--- config.mk ---
export PLATFORM = sky130hd
export DESIGN_NAME = stopwatch_interval_timer
export DESIGN_NICKNAME = d
export VERILOG_FILES = /design/src/rtl/swit_pkg.sv /design/src/rtl/swit_cfg.sv /design/src/rtl/swit_in_stage.sv /design/src/rtl/swit_core.sv /design/src/rtl/stopwatch_interval_timer.sv
export SDC_FILE = /design/constraint.sdc
export NUM_CORES = 1
export LEC_CHECK = 0
export ABC_AREA = 1
export BUFFER_PORTS_ARGS = -buffer_cell sky130_fd_sc_hd__buf_4
export CORE_MARGIN = 4
export CORE_UTILIZATION = 51
export DETAILED_ROUTE_END_ITERATION = 8
export PLACE_DENSITY = 0.68
export SYNTH_ARGS = -nofsm -noshare
export SYNTH_HDL_FRONTEND = slang
export SYNTH_SLANG_ARGS = --single-unit
export TNS_END_PERCENT = 1
--- constraint.sdc ---
create_clock -name i_clk -period 13.1 [get_ports i_clk]
set_input_delay 2.62 -clock i_clk [delete_from_list [all_inputs] [get_ports i_clk]]
set_output_delay 2.62 -clock i_clk [all_outputs]
set_load 0.02 [all_outputs]
--- src/rtl/swit_pkg.sv ---
// Package: shared types and codes for the stopwatch interval timer.
package swit_pkg;

    localparam int unsigned TIME_W = 32;

    typedef enum logic [2:0] {
        OP_START = 3'd0,
        OP_STOP  = 3'd1,
        OP_RESET = 3'd2,
        OP_CHECK = 3'd3,
        OP_READ  = 3'd4
    } t_op;

    typedef enum logic [0:0] {
        CFG_PERIODIC_MODE = 1'b0,
        CFG_PERIOD_MS     = 1'b1
    } t_cfg_idx;

    typedef struct packed {
        logic              periodic_mode;
        logic [TIME_W-1:0] period_ms;
    } t_cfg;

    typedef struct packed {
        logic [2:0]        operation;
        logic [TIME_W-1:0] now_ms;
    } t_item;

endpackage

--- src/rtl/swit_cfg.sv ---
// Configuration register file: timer mode and period.
module swit_cfg
    import swit_pkg::*;
(
    input  logic              i_clk,
    input  logic              i_rst_n,
    input  logic              i_cfg_valid,
    output logic              o_cfg_ready,
    input  t_cfg_idx          i_cfg_index,
    input  logic [TIME_W-1:0] i_cfg_data,
    output t_cfg              o_cfg
);

    t_cfg r_cfg;
    t_cfg n_cfg;

    assign o_cfg_ready = 1'b1;
    assign o_cfg       = r_cfg;

    always_comb begin
        n_cfg = r_cfg;
        if (i_cfg_valid) begin
            unique case (i_cfg_index)
                CFG_PERIODIC_MODE: n_cfg.periodic_mode = i_cfg_data[0];
                CFG_PERIOD_MS:     n_cfg.period_ms     = i_cfg_data;
                default:           n_cfg               = r_cfg;
            endcase
        end
    end

    always_ff @(posedge i_clk) begin
        if (!i_rst_n) begin
            r_cfg <= '0;
        end else begin
            r_cfg <= n_cfg;
        end
    end

endmodule

--- src/rtl/swit_in_stage.sv ---
// Input register: holds one command beat for the timer core.
module swit_in_stage
    import swit_pkg::*;
(
    input  logic  i_clk,
    input  logic  i_rst_n,
    input  logic  i_valid,
    output logic  o_stall,
    input  t_item i_item,
    output logic  o_valid,
    input  logic  i_ready,
    output t_item o_item
);

    logic  r_vld;
    logic  n_vld;
    t_item r_item;
    logic  load;

    assign o_stall = r_vld && !i_ready;
    assign load    = i_valid && !o_stall;
    assign n_vld   = load || (r_vld && !i_ready);
    assign o_valid = r_vld;
    assign o_item  = r_item;

    always_ff @(posedge i_clk) begin
        if (!i_rst_n) begin
            r_vld <= 1'b0;
        end else begin
            r_vld <= n_vld;
        end
    end

    always_ff @(posedge i_clk) begin
        if (load) begin
            r_item <= i_item;
        end
    end

endmodule

--- src/rtl/swit_core.sv ---
// Timer core: run state, expiry check and result register.
module swit_core
    import swit_pkg::*;
(
    input  logic              i_clk,
    input  logic              i_rst_n,
    input  t_cfg              i_cfg,
    input  logic              i_valid,
    output logic              o_ready,
    input  t_item             i_item,
    output logic              o_out_valid,
    input  logic              i_out_stall,
    output logic [TIME_W-1:0] o_out_elapsed_ms,
    output logic              o_out_expired,
    output logic              o_out_running
);

    logic              r_active;
    logic              n_active;
    logic [TIME_W-1:0] r_start;
    logic [TIME_W-1:0] n_start;
    logic [TIME_W-1:0] r_bt;
    logic [TIME_W-1:0] n_bt;
    logic [TIME_W-1:0] r_bi;
    logic [TIME_W-1:0] n_bi;

    logic              r_out_vld;
    logic              n_out_vld;
    logic [TIME_W-1:0] r_out_elapsed;
    logic              r_out_expired;
    logic              r_out_running;

    logic              step;
    logic [TIME_W-1:0] run;
    logic [TIME_W-1:0] interval;
    logic [TIME_W-1:0] elapsed_pre;
    logic [TIME_W-1:0] elapsed;
    logic              fire;
    t_op               op;

    assign op          = t_op'(i_item.operation);
    assign o_ready     = !r_out_vld || !i_out_stall;
    assign step        = i_valid && o_ready;

    // start, stop and check all leave elapsed time unchanged
    assign run         = r_active ? (i_item.now_ms - r_start) : '0;
    assign interval    = r_bi + run;
    assign elapsed_pre = r_bt + run + (i_cfg.periodic_mode ? r_bi : '0);
    assign elapsed     = (op == OP_RESET) ? '0 : elapsed_pre;

    always_comb begin
        fire = 1'b0;
        if (op == OP_CHECK && i_cfg.period_ms != '0) begin
            fire = i_cfg.periodic_mode ? (interval >= i_cfg.period_ms)
                                       : (elapsed_pre >= i_cfg.period_ms);
        end
    end

    always_comb begin
        n_active = r_active;
        n_start  = r_start;
        n_bt     = r_bt;
        n_bi     = r_bi;
        if (step) begin
            unique case (op)
                OP_START: begin
                    if (!r_active) begin
                        n_active = 1'b1;
                        n_start  = i_item.now_ms;
                    end
                end
                OP_STOP: begin
                    if (r_active) begin
                        n_active = 1'b0;
                        if (i_cfg.periodic_mode) begin
                            n_bi = r_bi + run;
                        end else begin
                            n_bt = r_bt + run;
                        end
                    end
                end
                OP_RESET: begin
                    n_active = 1'b0;
                    n_start  = '0;
                    n_bt     = '0;
                    n_bi     = '0;
                end
                OP_CHECK: begin
                    if (fire && i_cfg.periodic_mode) begin
                        n_bt = r_bt + i_cfg.period_ms;
                        if (r_active) begin
                            // carry the remainder into the run start
                            n_bi    = '0;
                            n_start = r_start + i_cfg.period_ms - r_bi;
                        end else begin
                            n_bi = r_bi - i_cfg.period_ms;
                        end
                    end
                end
                default: begin
                    n_active = r_active;
                end
            endcase
        end
    end

    assign n_out_vld = step || (r_out_vld && i_out_stall);

    always_ff @(posedge i_clk) begin
        if (!i_rst_n) begin
            r_active  <= 1'b0;
            r_start   <= '0;
            r_bt      <= '0;
            r_bi      <= '0;
            r_out_vld <= 1'b0;
        end else begin
            r_active  <= n_active;
            r_start   <= n_start;
            r_bt      <= n_bt;
            r_bi      <= n_bi;
            r_out_vld <= n_out_vld;
        end
    end

    always_ff @(posedge i_clk) begin
        if (step) begin
            r_out_elapsed <= elapsed;
            r_out_expired <= fire;
            r_out_running <= n_active;
        end
    end

    assign o_out_valid      = r_out_vld;
    assign o_out_elapsed_ms = r_out_elapsed;
    assign o_out_expired    = r_out_expired;
    assign o_out_running    = r_out_running;

    a_reset_clears: assert property (@(posedge i_clk) disable iff (!i_rst_n)
        step && op == OP_RESET |=> r_out_elapsed == '0 && !r_active && r_bt == '0)
        else $error("reset command left state behind");

    a_expired_only_check: assert property (@(posedge i_clk) disable iff (!i_rst_n)
        step && op != OP_CHECK |=> !r_out_expired)
        else $error("expiry flagged outside a check");

    a_start_runs: assert property (@(posedge i_clk) disable iff (!i_rst_n)
        step && op == OP_START |=> r_active && r_out_running)
        else $error("start did not leave timer running");

    a_stop_halts: assert property (@(posedge i_clk) disable iff (!i_rst_n)
        step && op == OP_STOP |=> !r_active && !r_out_running)
        else $error("stop did not halt timer");

endmodule

--- src/rtl/stopwatch_interval_timer.sv ---
// Top level of the pausable stopwatch / interval timer.
// One command beat is accepted every cycle while the result side does not stall; its result passes
// through the input register, then the single-pass state update into the result register. A stall on
// the result side holds the result register and backs up through the input register.
// Configuration writes are always ready and take effect on the following cycle.
module stopwatch_interval_timer
    import swit_pkg::*;
(
    input  logic              i_clk,
    input  logic              i_rst_n,
    input  logic              i_in_valid,
    output logic              o_in_stall,
    input  logic [2:0]        i_in_operation,
    input  logic [TIME_W-1:0] i_in_now_ms,
    output logic              o_out_valid,
    input  logic              i_out_stall,
    output logic [TIME_W-1:0] o_out_elapsed_ms,
    output logic              o_out_expired,
    output logic              o_out_running,
    input  logic              i_cfg_valid,
    output logic              o_cfg_ready,
    input  logic [0:0]        i_cfg_index,
    input  logic [TIME_W-1:0] i_cfg_data
);

    t_cfg  cfg;
    t_item in_item;
    t_item core_item;
    logic  core_valid;
    logic  core_ready;

    assign in_item.operation = i_in_operation;
    assign in_item.now_ms    = i_in_now_ms;

    swit_cfg u_cfg (
        .i_clk       (i_clk),
        .i_rst_n     (i_rst_n),
        .i_cfg_valid (i_cfg_valid),
        .o_cfg_ready (o_cfg_ready),
        .i_cfg_index (t_cfg_idx'(i_cfg_index)),
        .i_cfg_data  (i_cfg_data),
        .o_cfg       (cfg)
    );

    swit_in_stage u_in (
        .i_clk   (i_clk),
        .i_rst_n (i_rst_n),
        .i_valid (i_in_valid),
        .o_stall (o_in_stall),
        .i_item  (in_item),
        .o_valid (core_valid),
        .i_ready (core_ready),
        .o_item  (core_item)
    );

    swit_core u_core (
        .i_clk            (i_clk),
        .i_rst_n          (i_rst_n),
        .i_cfg            (cfg),
        .i_valid          (core_valid),
        .o_ready          (core_ready),
        .i_item           (core_item),
        .o_out_valid      (o_out_valid),
        .i_out_stall      (i_out_stall),
        .o_out_elapsed_ms (o_out_elapsed_ms),
        .o_out_expired    (o_out_expired),
        .o_out_running    (o_out_running)
    );

endmodule
==> results by group <==
Min path
  • Hold Crit Class: reg -> reg

STA
  • Slew @ Worst Pin: 1160 ps
  • Relative slew margins: 22.7%
  • Timing-limited maximum frequency: 128 MHz
  • Final worst clock skew: 21.1 ps
  • Post-route clock period utilization: 59.7%
  • Sum of negative setup slack: 0 ps
  • Count of final max-slew check failures: 0
  • Number of hold-slack violations in the final timing report: 0
  • Endpoints failing setup: 0
  • Unrepaired setup endpoints after global routing: no
  • Final critical-path required period: 7820 ps

Placement
  • GPL Wtd Cong: 0.968
  • Count of input and output buffers: 108
  • Cell area reported after detailed placement: 0.0245 mm^2
  • DP HPWL: 72200 um

CTS
  • Clk pin slew, worst setup/hold paths: 60 ps
  • Sinks on Clock Net: 201
  • Maximum clock path buffer count: 3
  • CTS tree: built
  • Clock latency on the worst-skew pair: 580 ps
  • Gates resized, CTS repair: 0
  • Total CTS buffers: 28
  • Number of buffers inserted by post-CTS setup repair: 0
  • Number of buffers inserted by hold repair at cts: 0
  • H-tree depth reported by CTS: 1
  • Root buf cell: clkbuf_16

Pwr
  • Total power of the final layout: 2.19 mW
  • Share of total power in sequential cells: 31.7%
  • Max rail drop VDD: 107 uV
  • Part of the total power dissipated in combinational logic: 31.1%
  • Net Sw Frac: 36.6%
  • Power Internal: 1.39 mW
  • Share of total power in the clock network: 37.2%
  • Total leakage power: 12.8 nW
  • Power per standard cell area: 85.9 mW/mm^2
  • Switching power total: 0.801 mW

Cells and area
  • Antenna cell count: 0
  • Final standard cell area without fillers: 0.0255 mm^2
  • Final-stage net count: 3984
  • Most frequent cells in the layout: 796 x nand2_1, 472 x inv_1, 408 x a21oi_1, 312 x nor2_1, 282 x ha_1
  • Area growth, synth to finish: 9.84%
  • Area taken by flip-flops and latches: 0.00471 mm^2
  • Layout cell share with drive strength beyond 1: 7.78%
  • Fill cell count: 4359
  • Multi-input gate area in the final layout: 0.0164 mm^2
  • Most common cell after layout, fill and taps aside: nand2_1

Logic synthesis
  • Part of the Yosys area used for sequential elements: 20.3%
  • Net count of the mapped netlist: 3903
  • Number of flip-flops and latches in the synthesized netlist: 201
  • Unique cell type count in the Yosys netlist: 66
  • Syn Inst Count: 3511
  • Mean Syn Cell Area: 6.61 um^2
  • Mapped Area: 0.0232 mm^2
  • Ys Warns: 0
  • Predominant post-synthesis flop cell: dfxtp_1
  • FFs w/ async S/R, synth: 0%
  • EDFF count, synth: 69

Critical path
  • Maximum net fanout on the critical path: 6
  • Slowest cell on the critical path: nor4_1
  • Buf/Inv on CP: 5
  • Worst setup EP type: register
  • Worst R2R Setup Slack: 5280 ps
  • Startpoint class of the critical path: register
  • Worst Path Arrival: 8250 ps
  • Critical path's top delay family: simple AND/OR/NAND/NOR gates
  • Cell occurring most often along the worst timing path: nand2_1
  • Largest incremental delay on the critical path: 490 ps
  • Required arrival time at the worst endpoint: 13530 ps
  • Crit path kind: reg -> reg

Global route
  • Remaining Overflow, GRT: 0
  • First-pass GRT wire length: 132000 um
  • Initial antenna violation count: 1
  • Overall Global Routing Usage: 33.9%
  • Pin count of the biggest net entering global routing: 94
  • Via count of the first global-routing pass: 24100

Floorplanning
  • Total core area: 0.0446 mm^2
  • Initial standard-cell utilization of the core: 52.0%
  • Area enclosed by the die boundary: 0.0490 mm^2
  • Die H: 221 um
  • Number of rows created at floorplan: 77
  • Die Wd: 221 um
  • Ports: 110

Route
  • Routed wire per std cell: 20.8 um
  • DRT antenna net count: 0
  • Final routed wirelength across all metal layers: 87500 um
  • Average vias per placed instance: 5.86
  • Remaining routing DRC violations: 0
  • Number of optimization iterations in the first detailed-route pass: 6
  • Detailed-route via count: 24700
  • Initial DRC Count: 2025

Outcome
  • Status: finished, final reports clean

Flow run
  • MaxCap Viol Count: 0
==> through the flow <==
step / util, % / cells / setup WS, ps / hold slack (ps)
global route: 57.1 / 4206 / 4770 / 519
global placement: 54.9 / 4154 / 5370 / 469
floorplan: - / 3511 / 7380 / 451
detailed placement: 54.9 / 4154 / 5490 / 494
CTS: 57.1 / 4206 / 5380 / 501
finish: 57.1 / 4206 / 5280 / 501
==> worst min-delay path, cell delays in order, from the launching register on <==
cell     delay [ps]
dfxtp_1         300
inv_1            90
a21oi_1          70
==> metal layers <==
layer,GRT usage (%),vias to the layer above,wire [um]
met5,0,-,10
met4,13.3,2,4100
met3,3.64,215,6720
met2,58.4,1082,40700
met1,43.8,11400,36000
li1,-,11900,-
==> cells by family (layout without fill, tap and decap cells) <==
logic type      count (synthesis)  count (layout)  share of synthesized area (%)
compound gates                875             875                           21.1
xor+xnor                      115             115                           4.37
fa+ha+maj                     319             319                           18.4
buf+inv                       549             652                           9.20
flops                         201             201                           20.3
other cells                     1               1                         0.0162
simple gates                 1451            1451                           26.5
==> power groups by stage <==
| stage | Combinational (mW) | Sequential [mW] | Clock, mW |
|---|---|---|---|
| 2_1_floorplan | 0.459 | 0.705 | 0 |
| 3_5_place_dp | 0.660 | 0.706 | 0 |
| 6_report | 0.681 | 0.694 | 0.814 |
| 3_3_place_gp | 0.647 | 0.705 | 0 |
| 4_1_cts | 0.665 | 0.693 | 0.818 |
| 5_1_grt | 0.752 | 0.695 | 0.841 |
==> path summary, 6_finish.rpt <==
check                     startpoint              endpoint  cells after the start
setup / recovery      u_in.o_item[3]  u_core.o_out_expired                     39
hold / removal    u_core.r_start[20]    u_core.r_start[20]                      2
setup reg to reg      u_in.o_item[3]  u_core.o_out_expired                     39
hold reg to reg   u_core.r_start[20]    u_core.r_start[20]                      2
==> state kept, by name (all words and copies together), names as in the netlist <==
name	count
u_in.o_valid	1
u_core.o_out_expired	1
u_core.o_out_valid	1
u_in.o_item	35
u_core.r_bt	32
u_core.o_out_running	1
u_core.r_bi	32
u_core.o_out_elapsed_ms	32
u_core.r_start	32
u_cfg.o_cfg	33
u_core.r_active	1
==> final cells by class <==
type | count | share of cell area (%)
Timing Repair Buffer | 118 | 3.48
Sequential cell | 201 | 18.5
Clock buffer | 35 | 3.02
Inverter | 482 | 7.11
Clock inverter | 17 | 0.781
Tap cell | 592 | 2.91
Multi-Input combinational cell | 2761 | 64.2
==> Yosys cell counts, drive strengths merged (11+ instances only) <==
cell / n / area (um^2)
a21boi: 14 / 109
a21o: 29 / 218
a21oi: 437 / 2300
a31oi: 17 / 106
and2: 14 / 90.1
buf: 36 / 208
clkbuf: 31 / 116
dfxtp: 132 / 2640
edfxtp: 69 / 2070
fa: 37 / 741
ha: 282 / 3530
inv: 481 / 1810
nand2: 818 / 3130
nand3: 154 / 811
nand3b: 11 / 82.6
nand4: 37 / 231
nor2: 320 / 1230
nor3: 48 / 255
nor4: 20 / 138
o21a: 17 / 128
o21ai: 296 / 1500
o21bai: 26 / 199
or2: 25 / 156
xnor2: 27 / 236
xor2: 88 / 778
(Power assumes the default switching activity.)
